`src/hw/rtl/amsif_pkg.sv`:
```
`timescale 1ns / 1ps
`default_nettype none
// ----------------------------------------------------------------------------
// ADC scan sequencer package
// Shared constants, register map and controller/datapath handshake types.
// ----------------------------------------------------------------------------
package amsif_pkg;

   localparam int NUM_SLOTS_DEF      = 16;
   localparam int SAMPLE_BITS_DEF    = 12;
   localparam int FILTER_DIVISOR_DEF = 10;

   localparam int CHAN_W    = 4;
   localparam int SLOT_W    = 4;
   localparam int SEQ_LEN_W = 5;

   localparam int CSR_DATA_W = 64;
   localparam int CSR_ADDR_W = 4;

   localparam logic [CSR_DATA_W-1:0] CHAN_SEQ_RESET = 64'hFEDC_BA98_7654_3210;
   localparam logic [SEQ_LEN_W-1:0]  SEQ_LEN_RESET  = 5'd16;

   localparam logic REG_CHAN_SEQ = 1'b0;
   localparam logic REG_SEQ_LEN  = 1'b1;

   localparam logic REQ_START   = 1'b0;
   localparam logic REQ_CONVERT = 1'b1;

   localparam logic KIND_SELECT = 1'b0;
   localparam logic KIND_VALUE  = 1'b1;

   typedef struct packed {
      logic ready;
      logic capture;
      logic start;
      logic mul;
      logic update;
      logic load_select;
      logic rd_first;
      logic rd_dump;
      logic dump_load;
   } cmd_type;

   typedef struct packed {
      logic req_valid;
      logic req_is_start;
      logic in_range;
      logic next_in_range;
      logic out_free;
      logic dump_last;
   } status_type;

endpackage
`default_nettype wire

```
`src/hw/rtl/amsif_if.sv`:
```
`timescale 1ns / 1ps
`default_nettype none
// ----------------------------------------------------------------------------
// ADC scan sequencer channels
// Valid/ready interfaces for the request and response streams.
// ----------------------------------------------------------------------------
interface amsif_req_if #(
   parameter int SAMPLE_BITS = amsif_pkg::SAMPLE_BITS_DEF
);
   logic                   valid;
   logic                   ready;
   logic                   req_type;
   logic [SAMPLE_BITS-1:0] sample;

   modport source (output valid, output req_type, output sample, input ready);
   modport sink   (input valid, input req_type, input sample, output ready);
endinterface

interface amsif_rsp_if #(
   parameter int SAMPLE_BITS = amsif_pkg::SAMPLE_BITS_DEF
);
   logic                        valid;
   logic                        ready;
   logic                        out_kind;
   logic [amsif_pkg::CHAN_W-1:0] mux_channel;
   logic [amsif_pkg::SLOT_W-1:0] slot;
   logic [SAMPLE_BITS-1:0]      value;
   logic                        last;

   modport source (output valid, output out_kind, output mux_channel, output slot,
                   output value, output last, input ready);
   modport sink   (input valid, input out_kind, input mux_channel, input slot,
                   input value, input last, output ready);
endinterface
`default_nettype wire

```
`src/hw/rtl/adc_mux_sequencer_iir_filter.sv`:
```
`timescale 1ns / 1ps
`default_nettype none
// ----------------------------------------------------------------------------
// ADC mux sequencer with per-slot exponential averaging
// Scans a channel list and reports smoothed slot values once per frame.
// ----------------------------------------------------------------------------
// A start transaction returns the channel of slot 0 through ST_EMIT, once the
// response register is free. A conversion transaction during a scan reads the
// slot RAM, multiplies the difference by the reciprocal, writes the update
// and, if another slot of the scan follows, loads the next channel select. After the
// last slot, each conversion transaction primes the single read port of the
// slot RAM, then returns the value of every slot of the effective sequence
// length in order at one per cycle while the response stream is not stalled.
// The next transaction is taken once the controller is back in ST_IDLE. Slot
// values read as zero until first written; no clearing pass runs after reset.
// ----------------------------------------------------------------------------
module adc_mux_sequencer_iir_filter #(
   parameter int NUM_SLOTS      = amsif_pkg::NUM_SLOTS_DEF,
   parameter int SAMPLE_BITS    = amsif_pkg::SAMPLE_BITS_DEF,
   parameter int FILTER_DIVISOR = amsif_pkg::FILTER_DIVISOR_DEF
) (
   input  wire logic                             clock,
   input  wire logic                             reset,
   amsif_req_if.sink                             req_bus,
   amsif_rsp_if.source                           rsp_bus,
   input  wire logic                             psel,
   input  wire logic                             penable,
   input  wire logic                             pwrite,
   input  wire logic [amsif_pkg::CSR_ADDR_W-1:0] paddr,
   input  wire logic [amsif_pkg::CSR_DATA_W-1:0] pwdata,
   output logic      [amsif_pkg::CSR_DATA_W-1:0] prdata,
   output logic                                  pready
);

   logic [amsif_pkg::CSR_DATA_W-1:0] chan_seq;
   logic [amsif_pkg::SEQ_LEN_W-1:0]  seq_len;
   logic                             csr_wr;
   amsif_pkg::cmd_type               cmd;
   amsif_pkg::status_type            status;

   amsif_csr u_csr (
      .clock    (clock),
      .reset    (reset),
      .psel     (psel),
      .penable  (penable),
      .pwrite   (pwrite),
      .paddr    (paddr),
      .pwdata   (pwdata),
      .prdata   (prdata),
      .pready   (pready),
      .chan_seq (chan_seq),
      .seq_len  (seq_len),
      .csr_wr   (csr_wr)
   );

   amsif_ctrl u_ctrl (
      .clock  (clock),
      .reset  (reset),
      .status (status),
      .cmd    (cmd)
   );

   amsif_datapath #(
      .NUM_SLOTS      (NUM_SLOTS),
      .SAMPLE_BITS    (SAMPLE_BITS),
      .FILTER_DIVISOR (FILTER_DIVISOR)
   ) u_datapath (
      .clock    (clock),
      .reset    (reset),
      .req_bus  (req_bus),
      .rsp_bus  (rsp_bus),
      .chan_seq (chan_seq),
      .seq_len  (seq_len),
      .csr_wr   (csr_wr),
      .cmd      (cmd),
      .status   (status)
   );

endmodule
`default_nettype wire

```
`src/hw/rtl/amsif_ram.sv`:
```
`timescale 1ns / 1ps
`default_nettype none
// ----------------------------------------------------------------------------
// Generic RAM
// One write port and one read port with registered read data.
// ----------------------------------------------------------------------------
module amsif_ram #(
   parameter int WIDTH = 12,
   parameter int DEPTH = 16,
   parameter int AW    = (DEPTH > 1) ? $clog2(DEPTH) : 1
) (
   input  wire logic             clock,
   input  wire logic             wr_en,
   input  wire logic [AW-1:0]    wr_addr,
   input  wire logic [WIDTH-1:0] wr_data,
   input  wire logic [AW-1:0]    rd_addr,
   output logic      [WIDTH-1:0] rd_data
);

   logic [WIDTH-1:0] mem [DEPTH];
   logic [WIDTH-1:0] rd_data_ff;

   always_ff @(posedge clock) begin
      if (wr_en) begin
         mem[wr_addr] <= wr_data;
      end
      rd_data_ff <= mem[rd_addr];
   end

   assign rd_data = rd_data_ff;

endmodule
`default_nettype wire

```
`src/hw/rtl/amsif_csr.sv`:
```
`timescale 1ns / 1ps
`default_nettype none
// ----------------------------------------------------------------------------
// ADC scan sequencer registers
// APB register file holding the channel list and the sequence length.
// ----------------------------------------------------------------------------
module amsif_csr (
   input  wire logic                                clock,
   input  wire logic                                reset,
   input  wire logic                                psel,
   input  wire logic                                penable,
   input  wire logic                                pwrite,
   input  wire logic [amsif_pkg::CSR_ADDR_W-1:0]    paddr,
   input  wire logic [amsif_pkg::CSR_DATA_W-1:0]    pwdata,
   output logic      [amsif_pkg::CSR_DATA_W-1:0]    prdata,
   output logic                                     pready,
   output logic      [amsif_pkg::CSR_DATA_W-1:0]    chan_seq,
   output logic      [amsif_pkg::SEQ_LEN_W-1:0]     seq_len,
   output logic                                     csr_wr
);

   logic [amsif_pkg::CSR_DATA_W-1:0] chan_seq_ff, chan_seq_in;
   logic [amsif_pkg::SEQ_LEN_W-1:0]  seq_len_ff, seq_len_in;
   logic                             wr;
   logic                             reg_sel;

   assign pready  = 1'b1;
   assign wr      = psel & penable & pwrite;
   assign reg_sel = paddr[3];

   always_comb begin
      chan_seq_in = chan_seq_ff;
      seq_len_in  = seq_len_ff;
      if (wr) begin
         unique case (reg_sel)
            amsif_pkg::REG_CHAN_SEQ: chan_seq_in = pwdata;
            amsif_pkg::REG_SEQ_LEN:  seq_len_in  = pwdata[amsif_pkg::SEQ_LEN_W-1:0];
            default: ;
         endcase
      end
   end

   always_comb begin
      unique case (reg_sel)
         amsif_pkg::REG_CHAN_SEQ: prdata = chan_seq_ff;
         amsif_pkg::REG_SEQ_LEN:  prdata = amsif_pkg::CSR_DATA_W'(seq_len_ff);
         default:                 prdata = '0;
      endcase
   end

   always_ff @(posedge clock) begin
      if (reset) begin
         chan_seq_ff <= amsif_pkg::CHAN_SEQ_RESET;
         seq_len_ff  <= amsif_pkg::SEQ_LEN_RESET;
      end else begin
         chan_seq_ff <= chan_seq_in;
         seq_len_ff  <= seq_len_in;
      end
   end

   assign chan_seq = chan_seq_ff;
   assign seq_len  = seq_len_ff;
   assign csr_wr   = wr;

endmodule
`default_nettype wire

```
`src/hw/rtl/amsif_ctrl.sv`:
```
`timescale 1ns / 1ps
`default_nettype none
// ----------------------------------------------------------------------------
// ADC scan sequencer controller
// State machine that steps the datapath through start, update and report.
// ----------------------------------------------------------------------------
module amsif_ctrl (
   input  wire logic                  clock,
   input  wire logic                  reset,
   input  wire amsif_pkg::status_type status,
   output amsif_pkg::cmd_type         cmd
);

   typedef enum logic [5:0] {
      ST_IDLE   = 6'b000001,
      ST_CALC   = 6'b000010,
      ST_UPDATE = 6'b000100,
      ST_EMIT   = 6'b001000,
      ST_PRIME  = 6'b010000,
      ST_DUMP   = 6'b100000
   } state_type;

   state_type state_ff, state_in;

   always_comb begin
      state_in = state_ff;
      cmd      = '0;
      unique case (state_ff)
         ST_IDLE: begin
            cmd.ready = 1'b1;
            if (status.req_valid) begin
               cmd.capture = 1'b1;
               if (status.req_is_start) begin
                  cmd.start = 1'b1;
                  state_in  = ST_EMIT;
               end else if (status.in_range) begin
                  state_in = ST_CALC;
               end else begin
                  state_in = ST_PRIME;
               end
            end
         end
         ST_CALC: begin
            cmd.mul  = 1'b1;
            state_in = ST_UPDATE;
         end
         ST_UPDATE: begin
            cmd.update = 1'b1;
            state_in   = status.next_in_range ? ST_EMIT : ST_IDLE;
         end
         ST_EMIT: begin
            if (status.out_free) begin
               cmd.load_select = 1'b1;
               state_in        = ST_IDLE;
            end
         end
         ST_PRIME: begin
            cmd.rd_first = 1'b1;
            state_in     = ST_DUMP;
         end
         ST_DUMP: begin
            cmd.rd_dump = 1'b1;
            if (status.out_free) begin
               cmd.dump_load = 1'b1;
               if (status.dump_last) begin
                  state_in = ST_IDLE;
               end
            end
         end
         default: state_in = ST_IDLE;
      endcase
   end

   always_ff @(posedge clock) begin
      if (reset) begin
         state_ff <= ST_IDLE;
      end else begin
         state_ff <= state_in;
      end
   end

endmodule
`default_nettype wire

```
`src/hw/rtl/amsif_datapath.sv`:
```
`timescale 1ns / 1ps
`default_nettype none
// ----------------------------------------------------------------------------
// ADC scan sequencer datapath
// Slot index, smoothing arithmetic, slot value RAM and response register.
// ----------------------------------------------------------------------------
module amsif_datapath #(
   parameter int NUM_SLOTS      = amsif_pkg::NUM_SLOTS_DEF,
   parameter int SAMPLE_BITS    = amsif_pkg::SAMPLE_BITS_DEF,
   parameter int FILTER_DIVISOR = amsif_pkg::FILTER_DIVISOR_DEF
) (
   input  wire logic                             clock,
   input  wire logic                             reset,
   amsif_req_if.sink                             req_bus,
   amsif_rsp_if.source                           rsp_bus,
   input  wire logic [amsif_pkg::CSR_DATA_W-1:0] chan_seq,
   input  wire logic [amsif_pkg::SEQ_LEN_W-1:0]  seq_len,
   input  wire logic                             csr_wr,
   input  wire amsif_pkg::cmd_type               cmd,
   output amsif_pkg::status_type                 status
);

   localparam int IDX_W  = (NUM_SLOTS > 1) ? $clog2(NUM_SLOTS) : 1;
   localparam int SI_W   = $clog2(NUM_SLOTS + 1);
   localparam int SHIFT  = SAMPLE_BITS + 9;
   localparam int M_W    = SHIFT + 1;
   localparam int PROD_W = SAMPLE_BITS + M_W;
   localparam logic [M_W-1:0] RECIP =
      M_W'(((1 << SHIFT) + FILTER_DIVISOR - 1) / FILTER_DIVISOR);

   localparam int CW = amsif_pkg::CHAN_W;
   localparam int SW = amsif_pkg::SLOT_W;

   logic [SI_W-1:0]        len;
   logic [SI_W-1:0]        slot_index_ff, slot_index_in;
   logic [SI_W-1:0]        next_idx;
   logic [IDX_W-1:0]       dump_ff, dump_in;
   logic [IDX_W-1:0]       rd_addr;
   logic [IDX_W-1:0]       wr_addr;
   logic [SAMPLE_BITS-1:0] rd_data;
   logic [NUM_SLOTS-1:0]   vld_ff, vld_in;
   logic                   rd_vld_ff;
   logic [SAMPLE_BITS-1:0] sample_ff, sample_in;
   logic [SAMPLE_BITS-1:0] acc;
   logic [SAMPLE_BITS-1:0] mag;
   logic                   neg;
   logic [SAMPLE_BITS-1:0] acc_ff, acc_in;
   logic                   neg_ff, neg_in;
   logic [PROD_W-1:0]      prod_ff, prod_in;
   logic [SAMPLE_BITS-1:0] quot;
   logic [SAMPLE_BITS-1:0] new_acc;
   logic [SW-1:0]          sel_slot;
   logic [CW-1:0]          sel_chan;

   logic                   rsp_valid_ff, rsp_valid_in;
   logic                   out_kind_ff, out_kind_in;
   logic [CW-1:0]          mux_channel_ff, mux_channel_in;
   logic [SW-1:0]          slot_ff, slot_in;
   logic [SAMPLE_BITS-1:0] value_ff, value_in;
   logic                   last_ff, last_in;
   logic                   out_free;
   logic                   dump_last;

   always_comb begin
      if (seq_len == '0 || seq_len > amsif_pkg::SEQ_LEN_W'(NUM_SLOTS)) begin
         len = SI_W'(NUM_SLOTS);
      end else begin
         len = SI_W'(seq_len);
      end
   end

   assign next_idx  = slot_index_ff + SI_W'(1);
   assign dump_last = (SI_W'(dump_ff) + SI_W'(1)) == len;
   assign out_free  = ~rsp_valid_ff | rsp_bus.ready;

   always_comb begin
      slot_index_in = slot_index_ff;
      if (csr_wr || cmd.start) begin
         slot_index_in = '0;
      end else if (cmd.update) begin
         slot_index_in = next_idx;
      end
   end

   always_comb begin
      dump_in = dump_ff;
      if (cmd.rd_first) begin
         dump_in = '0;
      end else if (cmd.dump_load) begin
         dump_in = dump_ff + IDX_W'(1);
      end
   end

   always_comb begin
      if (cmd.rd_first) begin
         rd_addr = '0;
      end else if (cmd.rd_dump) begin
         rd_addr = cmd.dump_load ? (dump_ff + IDX_W'(1)) : dump_ff;
      end else begin
         rd_addr = IDX_W'(slot_index_ff);
      end
   end

   assign wr_addr = IDX_W'(slot_index_ff);

   always_comb begin
      vld_in = vld_ff;
      if (cmd.update) begin
         vld_in[wr_addr] = 1'b1;
      end
   end

   amsif_ram #(
      .WIDTH (SAMPLE_BITS),
      .DEPTH (NUM_SLOTS)
   ) u_slot_ram (
      .clock   (clock),
      .wr_en   (cmd.update),
      .wr_addr (wr_addr),
      .wr_data (new_acc),
      .rd_addr (rd_addr),
      .rd_data (rd_data)
   );

   assign sample_in = cmd.capture ? req_bus.sample : sample_ff;
   assign acc       = rd_vld_ff ? rd_data : '0;
   assign neg       = sample_ff < acc;
   assign mag       = neg ? (acc - sample_ff) : (sample_ff - acc);

   always_comb begin
      acc_in  = acc_ff;
      neg_in  = neg_ff;
      prod_in = prod_ff;
      if (cmd.mul) begin
         acc_in  = acc;
         neg_in  = neg;
         prod_in = PROD_W'(mag) * PROD_W'(RECIP);
      end
   end

   assign quot    = prod_ff[SHIFT +: SAMPLE_BITS];
   assign new_acc = neg_ff ? (acc_ff - quot) : (acc_ff + quot);

   assign sel_slot = SW'(slot_index_ff);
   assign sel_chan = (seq_len == '0) ? CW'(sel_slot) : chan_seq[sel_slot * CW +: CW];

   always_comb begin
      out_kind_in    = out_kind_ff;
      mux_channel_in = mux_channel_ff;
      slot_in        = slot_ff;
      value_in       = value_ff;
      last_in        = last_ff;
      rsp_valid_in   = rsp_bus.ready ? 1'b0 : rsp_valid_ff;
      if (cmd.load_select) begin
         rsp_valid_in   = 1'b1;
         out_kind_in    = amsif_pkg::KIND_SELECT;
         mux_channel_in = sel_chan;
         slot_in        = sel_slot;
         value_in       = '0;
         last_in        = 1'b1;
      end else if (cmd.dump_load) begin
         rsp_valid_in   = 1'b1;
         out_kind_in    = amsif_pkg::KIND_VALUE;
         mux_channel_in = '0;
         slot_in        = SW'(dump_ff);
         value_in       = acc;
         last_in        = dump_last;
      end
   end

   always_ff @(posedge clock) begin
      if (reset) begin
         slot_index_ff <= '0;
         vld_ff        <= '0;
         rsp_valid_ff  <= 1'b0;
      end else begin
         slot_index_ff <= slot_index_in;
         vld_ff        <= vld_in;
         rsp_valid_ff  <= rsp_valid_in;
      end
   end

   always_ff @(posedge clock) begin
      rd_vld_ff      <= vld_ff[rd_addr];
      dump_ff        <= dump_in;
      sample_ff      <= sample_in;
      acc_ff         <= acc_in;
      neg_ff         <= neg_in;
      prod_ff        <= prod_in;
      out_kind_ff    <= out_kind_in;
      mux_channel_ff <= mux_channel_in;
      slot_ff        <= slot_in;
      value_ff       <= value_in;
      last_ff        <= last_in;
   end

   assign req_bus.ready       = cmd.ready;
   assign rsp_bus.valid       = rsp_valid_ff;
   assign rsp_bus.out_kind    = out_kind_ff;
   assign rsp_bus.mux_channel = mux_channel_ff;
   assign rsp_bus.slot        = slot_ff;
   assign rsp_bus.value       = value_ff;
   assign rsp_bus.last        = last_ff;

   always_comb begin
      status               = '0;
      status.req_valid     = req_bus.valid;
      status.req_is_start  = req_bus.req_type == amsif_pkg::REQ_START;
      status.in_range      = slot_index_ff < len;
      status.next_in_range = next_idx < len;
      status.out_free      = out_free;
      status.dump_last     = dump_last;
   end

endmodule
`default_nettype wire
```
`src/flat_wrapper.sv`:
```
// flat-port wrapper written by rule: the top's interface ports become plain ports
module adc_mux_sequencer_iir_filter_flat 
#(
   parameter int NUM_SLOTS      = amsif_pkg::NUM_SLOTS_DEF,
   parameter int SAMPLE_BITS    = amsif_pkg::SAMPLE_BITS_DEF,
   parameter int FILTER_DIVISOR = amsif_pkg::FILTER_DIVISOR_DEF
)
  (clock, reset, psel, penable, pwrite, paddr, pwdata, prdata, pready, req_bus_valid, req_bus_req_type, req_bus_sample, req_bus_ready, rsp_bus_valid, rsp_bus_out_kind, rsp_bus_mux_channel, rsp_bus_slot, rsp_bus_value, rsp_bus_last, rsp_bus_ready);
  amsif_req_if #(.SAMPLE_BITS(SAMPLE_BITS)) req_bus_i ();
  amsif_rsp_if #(.SAMPLE_BITS(SAMPLE_BITS)) rsp_bus_i ();
  input  wire logic clock;
  input  wire logic reset;
  input  wire logic psel;
  input  wire logic penable;
  input  wire logic pwrite;
  input  wire logic [amsif_pkg::CSR_ADDR_W-1:0] paddr;
  input  wire logic [amsif_pkg::CSR_DATA_W-1:0] pwdata;
  output logic      [amsif_pkg::CSR_DATA_W-1:0] prdata;
  output logic pready;
  input wire logic [$bits(req_bus_i.valid)-1:0] req_bus_valid;
  input wire logic [$bits(req_bus_i.req_type)-1:0] req_bus_req_type;
  input wire logic [$bits(req_bus_i.sample)-1:0] req_bus_sample;
  output wire logic [$bits(req_bus_i.ready)-1:0] req_bus_ready;
  output wire logic [$bits(rsp_bus_i.valid)-1:0] rsp_bus_valid;
  output wire logic [$bits(rsp_bus_i.out_kind)-1:0] rsp_bus_out_kind;
  output wire logic [$bits(rsp_bus_i.mux_channel)-1:0] rsp_bus_mux_channel;
  output wire logic [$bits(rsp_bus_i.slot)-1:0] rsp_bus_slot;
  output wire logic [$bits(rsp_bus_i.value)-1:0] rsp_bus_value;
  output wire logic [$bits(rsp_bus_i.last)-1:0] rsp_bus_last;
  input wire logic [$bits(rsp_bus_i.ready)-1:0] rsp_bus_ready;
  assign req_bus_i.valid = req_bus_valid;
  assign req_bus_i.req_type = req_bus_req_type;
  assign req_bus_i.sample = req_bus_sample;
  assign req_bus_ready = req_bus_i.ready;
  assign rsp_bus_valid = rsp_bus_i.valid;
  assign rsp_bus_out_kind = rsp_bus_i.out_kind;
  assign rsp_bus_mux_channel = rsp_bus_i.mux_channel;
  assign rsp_bus_slot = rsp_bus_i.slot;
  assign rsp_bus_value = rsp_bus_i.value;
  assign rsp_bus_last = rsp_bus_i.last;
  assign rsp_bus_i.ready = rsp_bus_ready;
  adc_mux_sequencer_iir_filter #(.NUM_SLOTS(NUM_SLOTS), .SAMPLE_BITS(SAMPLE_BITS), .FILTER_DIVISOR(FILTER_DIVISOR)) u_core (.clock(clock), .reset(reset), .req_bus(req_bus_i), .rsp_bus(rsp_bus_i), .psel(psel), .penable(penable), .pwrite(pwrite), .paddr(paddr), .pwdata(pwdata), .prdata(prdata), .pready(pready));
endmodule
```
`config.mk`:
```
export PLATFORM = sky130hd
export DESIGN_NAME = adc_mux_sequencer_iir_filter_flat
export DESIGN_NICKNAME = d
export VERILOG_FILES = /design/src/hw/rtl/amsif_pkg.sv /design/src/hw/rtl/amsif_if.sv /design/src/hw/rtl/adc_mux_sequencer_iir_filter.sv /design/src/hw/rtl/amsif_ram.sv /design/src/hw/rtl/amsif_csr.sv /design/src/hw/rtl/amsif_ctrl.sv /design/src/hw/rtl/amsif_datapath.sv /design/src/flat_wrapper.sv
export SDC_FILE = /design/constraint.sdc
export NUM_CORES = 1
export LEC_CHECK = 0
export BUFFER_PORTS_ARGS = -buffer_cell sky130_fd_sc_hd__buf_2
export CAP_MARGIN = 20
export CORE_MARGIN = 2
export CORE_UTILIZATION = 42
export DETAILED_ROUTE_END_ITERATION = 16
export PLACE_DENSITY = 0.69
export REMOVE_ABC_BUFFERS = 1
export SLEW_MARGIN = 40
export SYNTH_ARGS = -nofsm -noshare
export SYNTH_HDL_FRONTEND = slang
export SYNTH_SLANG_ARGS = --single-unit
```
`constraint.sdc`:
```
create_clock -name clock -period 7.75 [get_ports clock]
set_input_delay 0.775 -clock clock [delete_from_list [all_inputs] [get_ports clock]]
set_output_delay 0.775 -clock clock [all_outputs]
set_load 0.03 [all_outputs]
```
# --- Word-level counts from Yosys, hierarchy flattened ---
# Memories as Yosys holds them, arrays and structs flattened. A register that Yosys moved wholly into a read port is not among the register bits.
# Cells that the tools add are included.
op_classes:
  add_sub_neg: 7
  n_mul: 1
  order_cmp: 7
  n_eq_ne: 11
  n_shift: 1
  muxes: 39
  bitwise: 6
  n_reduce_logical: 10
op_table:
  columns: ["operator", "n"]
  rows:
  - ["$pmux 64 s2", 1]
  - ["$shiftx 64x7->4", 1]
  - ["$mux 12", 3]
  - ["$mux 4", 9]
  - ["$pmux 6 s6", 1]
  - ["$mux 6", 5]
  - ["$mul 12x16->28 const B", 1]
  - ["$sub 12x12->12", 2]
  - ["$or 16x16->16", 1]
  - ["$mux 1", 13]
  - ["$add 12x9->12", 1]
  - ["$lt 12x12->1", 1]
  - ["$sub 12x9->12", 1]
  - ["$lt 4x5->1 const B", 2]
  - ["$lt 5x5->1", 2]
  - ["$mux 5", 2]
  - ["$ne 2x2->1 const B", 4]
  - ["$eq 6x1->1 const B", 1]
  - ["$eq 6x2->1 const B", 1]
  - ["$eq 6x3->1 const B", 1]
  - ["$eq 6x4->1 const B", 1]
  - ["$eq 6x5->1 const B", 1]
  - ["$eq 6x6->1 const B", 1]
  - ["$add 4x1->5 const B", 1]
  - ["20 further kinds", 25]
totals:
  regBits: 177
  mem_bits_rw: 192
  in_bits: 88
  output_inout_bits: 89
  n_memories: 1
mem_list:
  columns: ["memory", "depth", "width", "rd", "rd_ports_with_merged_regs", "write_ports", "line_no", "rtl"]
  rows:
  - ["u_core.u_datapath.u_slot_ram.mem", 16, 12, 1, 1, 1, "amsif_ram.sv:20", "logic [WIDTH-1:0] mem [DEPTH];"]

# --- Depth between registers and ports, before layout ---
# Gate-level depths: netlist (run 1).
depth:
  ltp_word: 9
  mapped_depth: 32
  ltp_nobuf: 31

# --- Hierarchy ---
# Synthesis (run 1) repeated with hierarchy kept, for this count alone.
unflattened:
  hier_cells: 1591
  area_unflattened_um2: 19667.6
by_module_without_submodules:
  columns: ["mod", "n_inst", "cells_each", "area_per_inst_um2"]
  rows:
  - ["amsif_datapath", 1, 852, 8260.4]
  - ["amsif_ram", 1, 329, 7599.8]
  - ["amsif_csr", 1, 368, 3428.3]
  - ["amsif_ctrl", 1, 42, 379.1]

# --- Worst setup path after synthesis (run 1) ---
# Ideal clock, no wire load.
synth_timing:
  kind: "register to register"
  startpoint: "reg u_core.u_datapath.rd_vld_ff"
  endpoint: "reg u_core.u_datapath.prod_ff[28], data pin"
  setup_time_ps: 258
  arrival_time_ps: 6890
  required_ps: 7492
  setup_slack_ps: 602
  stages_incl_launch_ff: 27
  path_buffers: 2
  synth_period_minus_slack_ps: 7148
  cell_sequence: "dfxtp_1 clkbuf_1 nand2_1 fa_1 a21o_1 a21oi_1 o21ai_1 a31o_2 o41ai_4 buf_4 mux2i_1 xor2_1 ha_1 fa_1 fa_1 fa_1 inv_1 fa_1 inv_1 ha_1 nand4_1 or2_2 a31oi_1 a21boi_1 a21oi_1 a21oi_1 xnor2_1"
synth_via:
  elab_chain_cells: 4
  elab_cells_between_ends: 6
synth_rtl:
  columns: ["item", "line_no", "rtl"]
  rows:
  - ["from (decl)", "amsif_datapath.sv:42", "logic rd_vld_ff;"]
  - ["from (signal assigned)", "amsif_datapath.sv:184", "rd_vld_ff <= vld_ff[rd_addr];"]
  - ["$mux 12", "amsif_datapath.sv:126", "assign acc = rd_vld_ff ? rd_data : '0;"]
  - ["$lt 12x12->1", "amsif_datapath.sv:127", "assign neg = sample_ff < acc;"]
  - ["via u_core.u_datapath.neg", "amsif_datapath.sv:46", "logic neg;"]
  - ["$mux 12", "amsif_datapath.sv:128", "assign mag = neg ? (acc - sample_ff) : (sample_ff - acc);"]
  - ["$mul 12x16->28", "amsif_datapath.sv:137", "prod_in = PROD_W'(mag) * PROD_W'(RECIP);"]
  - ["to (signal assigned)", "amsif_datapath.sv:189", "prod_ff <= prod_in;"]
  - ["to (decl)", "amsif_datapath.sv:49", "logic [PROD_W-1:0] prod_ff, prod_in;"]
# The timed path passes the listed nets, and every way through them passes these cells.
# A chain may end at the register's enable or synchronous reset.

# --- Worst setup path in the final report (run 1) ---
layout_timing:
  startpoint: "reg u_core.u_datapath.rd_vld_ff"
  endpoint: "reg u_core.u_datapath.prod_ff[28], data pin"
layout_via:
  elab_chain_cells: 4
  elab_cells_between_ends: 6
layout_rtl:
  columns: ["item", "line_no", "rtl"]
  rows:
  - ["$mux 12 (*)", "amsif_datapath.sv:126", null]
  - ["via u_core.u_datapath.acc[0]", "amsif_datapath.sv:44", "logic [SAMPLE_BITS-1:0] acc;"]
  - ["$sub 12x12->12 or $lt 12x12->1 (tied branches)", "amsif_datapath.sv:128, amsif_datapath.sv:127", null]
  - ["$mux 12 (*)", "amsif_datapath.sv:128", null]
  - ["$mul 12x16->28 (*)", "amsif_datapath.sv:137", null]
# The timed path passes the listed nets; every way through them passes the cells marked *.

==> impl_metrics.csv, run 1 <==
group,metric,value,unit
synth,synth_cells,1706,
placed_design,place_ws,90.3,ps
global_route,grt_max_degree,94,
route,wl_per_cell,18.1,microns
global_route,grt_overflow,0,
synth,synth_cell_type_count,59,
power,max-vdd-ir-drop,997,uV
synth,ys_async_sr_fraction,0,
timing,slew_violations,0,
power,leakage,10.1,nW
route,wl,45400,microns
timing,max_freq,135,MHz
synth,netlist_top_cells_area,"edfxtp_1 36%, dfxtp_1 13%, mux2i_1 9.0%",
route,route.detailed.drc,0,
synth,netlist.area_leader.share,0.364,
finish,nNetsFinal,2134,
global_route,grt_pass1_vias,13600,
worst_setup_path,critical_path_class,"reg2reg",
worst_setup_path,endpoint_kind,"flip-flop",
timing,setup_viol,0,
clock_network,numCtsBuffers,39,
power,power.density,364,mW/mm^2
timing,skew,21.2,ps
synth,synth_area,0.0193,sq mm
worst_setup_path,path_max_fanout,7,
route,drt_iter0_markers,778,
route,vias_per_cell,5.24,
clock_network,cts_hold_buffers,0,
global_route,grt_usage,0.192,
worst_setup_path,crit_slowest_cell,"fa_2",
synth,ys_ff_latch,362,
clock_network,clockRootBuffer,"clkbuf_16",
clock_network,cts_tree,"built",
clock_network,clk_latency,560,ps
synth,ys_warn_count,0,
route,ant_nets,0,
finish,area_delta_synth_final,15.0,%
timing,hold_viol_final,0,
finish,n_fill_cell,4054,
run_status,status,"finished clean",
clock_network,clock_path_buffers,3,
placed_design,globalplace.congestion,0.876,
route,dr.pass1.iters,5,
placed_design,port_buffers,172,
worst_setup_path,cp_data_arrival_time,7690,ps
synth,synth-edff-count,234,
worst_setup_path,start_kind,"flip-flop",
synth,synth_flop_cell,"edfxtp_1",
synth,syn_avg_cell_area,11.3,sq um
global_route,grt_pass1_wl,72000,microns
finish,fin_cells,2501,
timing,tightestPinTransition,833,ps
die,die_w,218,microns
route,vias,13100,
die,die-area,0.0477,sq mm
die,die_h,218,microns
run,maxCapViolations,0,
min_path,min_path_type,"in2reg",
timing,max-slew-margin-rel,0.445,
timing,fin_crit,7380,ps
clock_network,cts.sinks,362,
placed_design,dp_cells,2429,
synth,seq_area_frac_synth,0.497,
placed_design,hpwlAfterDp,31700,microns
finish,drive_above_1_share,0.169,
clock_network,clk_pin_slew_worst_paths,60,ps
synth,synth_top_area_cell,"edfxtp_1",
timing,fin_crit_sh,0.953,
worst_setup_path,max_stage_delay,650,ps
worst_setup_path,required,8050,ps
die,core,0.0454,sq mm
finish,antenna_cells,0,
die,rows,78,
die,io_pins,177,
global_route,antenna_found_initial,0,
timing,final_critical_path_setup_slack,366,ps
clock_network,htreeDepth,2,
die,initial_core_util,0.425,
==> placed cells by master (no fill, tap or decap), drive strengths merged, types with 4 or more instances in the layout <==
| cell | count |
|---|---|
| o211ai | 11 |
| mux2i | 173 |
| mux2 | 8 |
| fa | 45 |
| nand2 | 208 |
| a31oi | 5 |
| edfxtp | 234 |
| xnor2 | 35 |
| nand4 | 9 |
| nand3b | 33 |
| nor3 | 16 |
| o21ai | 24 |
| nand2b | 16 |
| a21oi | 88 |
| nand3 | 9 |
| dfxtp | 128 |
| and2 | 5 |
| o22ai | 27 |
| buf | 210 |
| nor2b | 71 |
| nor2 | 105 |
| mux4 | 17 |
| clkbuf | 48 |
| o21a | 7 |
| xor2 | 21 |
| clkinv | 16 |
| a21o | 17 |
| ha | 127 |
| o21bai | 4 |
| inv | 138 |
==> registers in the layout, summed over array words and instances, names as in the netlist, 5 cells and up <==
name and count:
u_core.u_datapath.vld_ff 16, u_core.u_datapath.u_slot_ram.rd_data 12, u_core.u_datapath.prod_ff 9, u_core.u_ctrl.state_ff 6, u_core.u_datapath.u_slot_ram.mem 192, u_core.u_csr.chan_seq 64
u_core.u_datapath.slot_index_ff 5, u_core.u_csr.seq_len 5, u_core.u_datapath.acc_ff 12, u_core.u_datapath.sample_ff 12, u_core.u_datapath.rsp_bus.value 12
==> synth_stat cells (27+ instances only) <==
cell and count:
clkbuf_1 55, dfxtp_1 128, nand2_1 208, nor2b_1 71, a21oi_1 88, o22ai_1 27
edfxtp_1 234, ha_1 127, inv_1 135, xnor2_1 35, mux2i_1 173, nand3b_1 33
fa_1 45, nor2_1 105
==> worst paths after layout <==
kind	start	endpoint	slack, ps	depth (start not counted)
max	u_core.u_datapath.rd_vld_ff$_DFF_P_	u_core.u_datapath.prod_ff[28]$_DFFE_PP_	370	29
min	req_bus_sample[8]	u_core.u_datapath.sample_ff[8]$_DFFE_PP_	390	1
max reg2reg	u_core.u_datapath.rd_vld_ff$_DFF_P_	u_core.u_datapath.prod_ff[28]$_DFFE_PP_	370	29
min reg2reg	u_core.u_datapath.rsp_bus.value[3]$_SDFFE_PP0P_	u_core.u_datapath.rsp_bus.value[3]$_SDFFE_PP0P_	460	2
==> per-layer routing <==
layer	up-vias	GRT usage	wire [microns]
met5	-	0	0
met4	0	0.0721	1350
met3	73	0.0438	2790
met2	370	0.333	22100
met1	6391	0.233	19100
li1	6262	-	-
==> report_power, final <==
part | internal, mW | total (mW) | switching, mW | leakage, nW
sequential | 2.24 | 2.27 | 0.0238 | 3.15
clock | 1.01 | 1.77 | 0.761 | 0.585
combinational | 1.73 | 4.04 | 2.31 | 6.34
total | 4.98 | 8.07 | 3.09 | 10.1
==> cell families after synthesis <==
logic type,after synthesis,synth area share
compound gates,207,0.0660
fa+ha+maj,172,0.129
flops,362,0.497
simple gates,491,0.121
xor+xnor,56,0.0254
mux,198,0.114
other cells,1,0.000194
buf+inv,219,0.0469
==> metrics by stage <==
stage	total power, mW	util	hold slack [ps]	instance area [sq um]	setup TNS (ps)
after floorplan	5.27	-	436	18900	0
after global placement	6.06	0.458	442	20800	0
after detailed placement	6.18	0.460	451	20900	0
after CTS	8.02	0.487	367	22100	0
after global routing	8.80	0.489	381	22200	-6.07
final	8.07	0.489	389	22200	0
==> worst max-delay path: cells and delay by family (launching register included) <==
kind | cells | cell delay, ps
AOI/OAI and AO/OA | 10 | 1920
xor gates and xnor gates | 2 | 410
adders and majority gates | 8 | 3350
buffers and inverters | 5 | 480
DFF | 1 | 330
and+or+nand+nor | 4 | 640
==> repair_timing <==
item                                    4_1_cts  5_1_grt
hold endpoints to repair                      0        0
endpoints found under the setup margin        0        6
gates resized for setup                       0       10
setup buffers                                 0        3
==> final cells by class <==
type | instances | area (sq um) | area share
sequential | 362 | 9590 | 0.433
tap | 600 | 751 | 0.0338
clock inverter | 20 | 128 | 0.00575
inverter | 136 | 510 | 0.0230
multi-input combinational | 1125 | 8960 | 0.404
timing repair buffer | 210 | 1170 | 0.0529
clock buffer | 48 | 1060 | 0.0479
(Power assumes the default switching activity.)
==> run 2, diff against run 1 <==
SETUP_SLACK_MARGIN = 0.5   (was unset)
==> impl_metrics.csv, run 2 (same netlist as run 1, synthesis figures left out) <==
group,metric,value,unit
finish,post-route-util,0.497,
power,leakage,10.2,nW
run_status,status,"finished clean",
worst_setup_path,rrSetupSlack,800,ps
clock_network,clk_pin_slew_worst_paths,60,ps
global_route,grt_overflow,0,
finish,antenna_cells,0,
power,max-vdd-ir-drop,1020,uV
clock_network,cts_tree,"built",
clock_network,clockRootBuffer,"clkbuf_16",
clock_network,htreeDepth,2,
clock_network,clk_latency,560,ps
worst_setup_path,cp_data_arrival_time,7260,ps
worst_setup_path,path_max_fanout,6,
timing,tns,0,ps
worst_setup_path,critical_path_class,"reg2reg",
power,power.density,392,mW/mm^2
global_route,grt_usage,0.193,
route,drt_iter0_markers,756,
global_route,grt_pass1_vias,13700,
finish,n_fill_cell,3994,
timing,setup_viol,0,
timing,slew_violations,0,
timing,fin_crit_sh,0.896,
finish,nNetsFinal,2152,
worst_setup_path,max_stage_delay,570,ps
finish,fin_cells,2519,
timing,hold_viol_final,0,
run,maxCapViolations,0,
finish,area_delta_synth_final,16.9,%
route,ant_nets,0,
timing,rsz0062_at_grt,"false",
clock_network,clock_path_buffers,3,
global_route,grt_pass1_wl,72400,microns
global_route,antenna_found_initial,0,
worst_setup_path,start_kind,"flip-flop",
worst_setup_path,required,8060,ps
die,io_pins,177,
die,die_w,218,microns
placed_design,port_buffers,172,
timing,tightestPinTransition,809,ps
route,route.detailed.drc,0,
route,dr.pass1.iters,5,
clock_network,cts.sinks,362,
finish,mostFrequentLayoutCells,"234 x edfxtp_1, 206 x nand2_1, 172 x buf_2, 169 x mux2i_1, 132 x inv_1",
worst_setup_path,crit_slowest_cell,"fa_2",
placed_design,dp_cells,2429,
die,core,0.0454,sq mm
finish,largest_reg_flops,192,
die,die_h,218,microns
die,initial_core_util,0.425,
clock_network,numCtsBuffers,39,
finish,final_area,0.0226,sq mm
worst_setup_path,critical_path.most_common_cell,"fa_2",
die,die-area,0.0477,sq mm
finish,top_register,"u_core.u_datapath.u_slot_ram.mem",
placed_design,hpwlAfterDp,31700,microns
worst_setup_path,endpoint_kind,"flip-flop",
die,rows,78,
route,vias_per_cell,5.24,
power,power.total,8.85,mW
global_route,grt_max_degree,94,
clock_network,cts_hold_buffers,0,
placed_design,globalplace.congestion,0.876,
placed_design,place_area,0.0209,sq mm
finish,drive_above_1_share,0.197,
min_path,min_path_type,"in2reg",
timing,max-slew-margin-rel,0.461,
timing,fin_crit,6950,ps
route,vias,13200,
finish,layout_commonest_cell,"edfxtp_1",
timing,skew,20.9,ps
route,wl,45900,microns
route,wl_per_cell,18.2,microns
timing,max_freq,144,MHz
## run 2: cell count changes in the layout (fill, tap and decap cells not counted), moves of 4 or more
cell     previous run  this run
buf_4              33        49
ha_1              127       115
ha_4                0        11
fa_1               44        38
fa_2                1         7
a21oi_1            86        82
a21oi_2             2         6
mux2i_1           173       169
mux2i_2             0         4
xnor2_1            29        25
xnor2_2             6        10
## run 2: where the power goes
group	switching, mW	total, mW	internal, mW
combinational	2.58	4.82	2.23
sequential	0.0239	2.27	2.24
clock	0.761	1.77	1.01
## run 2: worst max-delay path: cells and delay by family, from the launching register on
family / cells / cell delay, ps
multiplexers: 1 / 230
flip-flops: 1 / 340
AND/OR/NAND/NOR: 3 / 230
adder cells (fa/ha/maj): 8 / 2820
AO/OA/AOI/OAI: 10 / 2050
buffers and inverters: 8 / 810
XOR/XNOR: 2 / 230
## run 2: path summary, 6_finish.rpt
| kind | start | depth (start not counted) | to |
|---|---|---|---|
| setup / recovery | u_core.u_datapath.rd_vld_ff$_DFF_P_ | 32 | u_core.u_datapath.prod_ff[26]$_DFFE_PP_ |
| hold / removal | req_bus_sample[8] | 1 | u_core.u_datapath.sample_ff[8]$_DFFE_PP_ |
| setup reg to reg | u_core.u_datapath.rd_vld_ff$_DFF_P_ | 32 | u_core.u_datapath.prod_ff[26]$_DFFE_PP_ |
| hold reg to reg | u_core.u_datapath.rsp_bus.value[3]$_SDFFE_PP0P_ | 2 | u_core.u_datapath.rsp_bus.value[3]$_SDFFE_PP0P_ |
## run 2: repair_timing
item / in CTS / in global routing
gates resized for setup: 20 / 35
pin swaps: 16 / 29
setup endpoints to repair: 6 / 9
buffers inserted: 11 / 10
## run 2: layout make-up
type / instances / area (sq um) / area share
Multi-Input combinational cell: 1125 / 9200 / 0.408
Tap cell: 600 / 751 / 0.0333
Inverter: 136 / 510 / 0.0226
Clock buffer: 48 / 1060 / 0.0471
Timing Repair Buffer: 228 / 1320 / 0.0583
Clock inverter: 20 / 128 / 0.00566
Sequential cell: 362 / 9590 / 0.425
## run 2: per-layer routing
metal	track usage	vias to the layer above	routed length, microns
met5	0	-	0
met4	0.0710	0	1350
met3	0.0438	75	2840
met2	0.337	357	22600
met1	0.233	6471	19200
li1	-	6294	-
## run 2: through the flow
step	setup slack, ps	hold slack [ps]
finish	803	388
global route	492	381
CTS	506	367
detailed placement	90.3	451
global placement	229	442
floorplan	323	436
==> run 3, diff against run 2 <==
PLACE_DENSITY = 0.71   (was 0.69)
clock period = 6.35 ns   (was 7.75 ns; I/O delays follow)
==> impl_metrics.csv, run 3 (same netlist as run 1, synthesis figures left out) <==
group,metric,value,unit
run_status,status,"complete, but fails checks",
run_status,violations,"setup timing",
run,maxCapViolations,0,
die,io_pins,177,
worst_setup_path,max_stage_delay,620,ps
clock_network,cts.sinks,362,
worst_setup_path,critical_path_class,"reg2reg",
placed_design,globalplace.congestion,0.903,
clock_network,cts_tree,"built",
die,initial_core_util,0.425,
min_path,hp-start,"req_bus_sample[6]",
worst_setup_path,path_max_fanout,5,
global_route,grt_max_degree,60,
timing,slew_violations,0,
power,p_switching,4.44,mW
route,route.detailed.drc,0,
finish,mostFrequentLayoutCells,"234 x edfxtp_1, 205 x nand2_1, 172 x mux2i_1, 172 x buf_2, 158 x buf_4",
timing,hold-worst-slack,233,ps
finish,top_register,"u_core.u_datapath.u_slot_ram.mem",
timing,skew,31.2,ps
finish,nNetsFinal,2263,
worst_setup_path,r2r-start,"u_core.u_datapath.rd_vld_ff$_DFF_P_",
timing,setup_viol,9,
power,max-vdd-ir-drop,1400,uV
route,vias,13600,
power,leakage,10.7,nW
timing,tightestPinTransition,854,ps
timing,fin_crit,6810,ps
timing,final_critical_path_setup_slack,-459,ps
timing,fin_crit_sh,1.07,
finish,drive_above_1_share,0.255,
global_route,antenna_found_initial,0,
finish,layout_commonest_cell,"edfxtp_1",
die,die-area,0.0477,sq mm
timing,hold_viol_final,0,
worst_setup_path,endpoint_kind,"flip-flop",
die,die_w,218,microns
clock_network,clk_latency,570,ps
worst_setup_path,cp-startpoint,"u_core.u_datapath.rd_vld_ff$_DFF_P_",
route,dr.pass1.iters,5,
clock_network,clock_path_buffers,3,
global_route,grt_overflow,0,
power,p_seq_frac,0.229,
worst_setup_path,critical_path.most_common_cell,"inv_2",
worst_setup_path,crit_slowest_cell,"fa_2",
power,power.total,12.1,mW
die,die_h,218,microns
worst_setup_path,start_kind,"flip-flop",
route,drt_iter0_markers,771,
finish,n_fill_cell,3916,
power,power.density,513,mW/mm^2
finish,largest_reg_flops,192,
placed_design,hpwlAfterDp,33200,microns
power,p_clk_frac,0.183,
clock_network,cts_hold_buffers,0,
timing,tns,-3170,ps
timing,max-slew-margin-rel,0.429,
clock_network,numCtsBuffers,39,
global_route,grt_pass1_vias,14100,
route,wl,47500,microns
power,internal_power,7.64,mW
timing,rsz0062_at_grt,"true",
die,core,0.0454,sq mm
min_path,min_path_type,"in2reg",
finish,area_delta_synth_final,22.1,%
clock_network,htreeDepth,2,
worst_setup_path,required,6660,ps
route,wl_per_cell,18.0,microns
power,swShare,0.367,
clock_network,clk_pin_slew_worst_paths,70,ps
global_route,grt_pass1_wl,74500,microns
power,pwr-share-comb,0.587,
global_route,grt_usage,0.199,
route,vias_per_cell,5.17,
die,rows,78,
route,ant_nets,0,
finish,antenna_cells,0,
placed_design,port_buffers,172,
timing,max_freq,147,MHz
worst_setup_path,cp_data_arrival_time,7120,ps
clock_network,clockRootBuffer,"clkbuf_16",
## run 3: cell types whose count changed in the layout (fill, tap and decap cells not counted), moves of 4 or more
| cell | previous run | this run |
|---|---|---|
| xnor2_1 | 25 | 30 |
| inv_2 | 4 | 14 |
| nor2_2 | 0 | 4 |
| xnor2_2 | 10 | 5 |
| nor2_1 | 104 | 94 |
| clkinv_1 | 9 | 4 |
| buf_4 | 49 | 158 |
| nor2_4 | 1 | 7 |
| ha_1 | 115 | 111 |
| inv_1 | 132 | 121 |
## run 3: final timing paths
check                                                         end  slack (ps)  depth (start not counted)
setup reg to reg          u_core.u_datapath.prod_ff[26]$_DFFE_PP_        -460                         29
setup / recovery          u_core.u_datapath.prod_ff[26]$_DFFE_PP_        -460                         29
hold / removal           u_core.u_datapath.sample_ff[6]$_DFFE_PP_         230                          1
hold reg to reg   u_core.u_datapath.rsp_bus.value[2]$_SDFFE_PP0P_         450                          2
## run 3: layout make-up
class                           count  area [sq um]  area share
Timing Repair Buffer              339          2170      0.0919
Tap cell                          600           751      0.0319
Multi-Input combinational cell   1125          9310       0.395
Inverter                          136           513      0.0218
Clock buffer                       47          1030      0.0435
Sequential cell                   362          9590       0.407
Clock inverter                     23           211     0.00897
## run 3: power by group through the flow
stage,Sequential (mW),Combinational [mW],Clock (mW)
floorplan,2.81,3.62,0
global placement,2.82,5.55,0
detailed placement,2.82,5.80,0
CTS,2.77,6.55,2.25
global route,2.77,7.92,2.35
finish,2.77,7.10,2.21
## run 3: stage by stage
step | cell area [sq um] | worst slack (ps) | instances | util
detailed placement | 21800 | -952 | 2539 | 0.480
CTS | 23400 | -486 | 2624 | 0.515
finish | 23600 | -459 | 2632 | 0.519
floorplan | 18900 | -1080 | 1623 | -
global route | 23600 | -764 | 2632 | 0.519
global placement | 21700 | -780 | 2537 | 0.477
## run 3: critical path: cells and delay by family (launching register included)
family          cells  cell delay [ps]
fa+ha+maj           8             3140
buf+inv             6              560
mux                 1              220
compound gates      7             1330
xor+xnor            2              360
flops               1              340
simple gates        5              630
## run 3: what timing repair did
action,CTS,global route
setup buffers,15,7
endpoints found under the hold margin,0,0
resized for setup,43,37
pin swaps,45,34
setup endpoints to repair,9,9
## run 3: metal layers
metal / track usage / vias to the layer above / part of all wire
met5: 0 / - / 0
met4: 0.0612 / 0 / 0.025
met3: 0.0352 / 71 / 0.055
met2: 0.355 / 375 / 0.51
met1: 0.244 / 6634 / 0.41
li1: - / 6534 / -
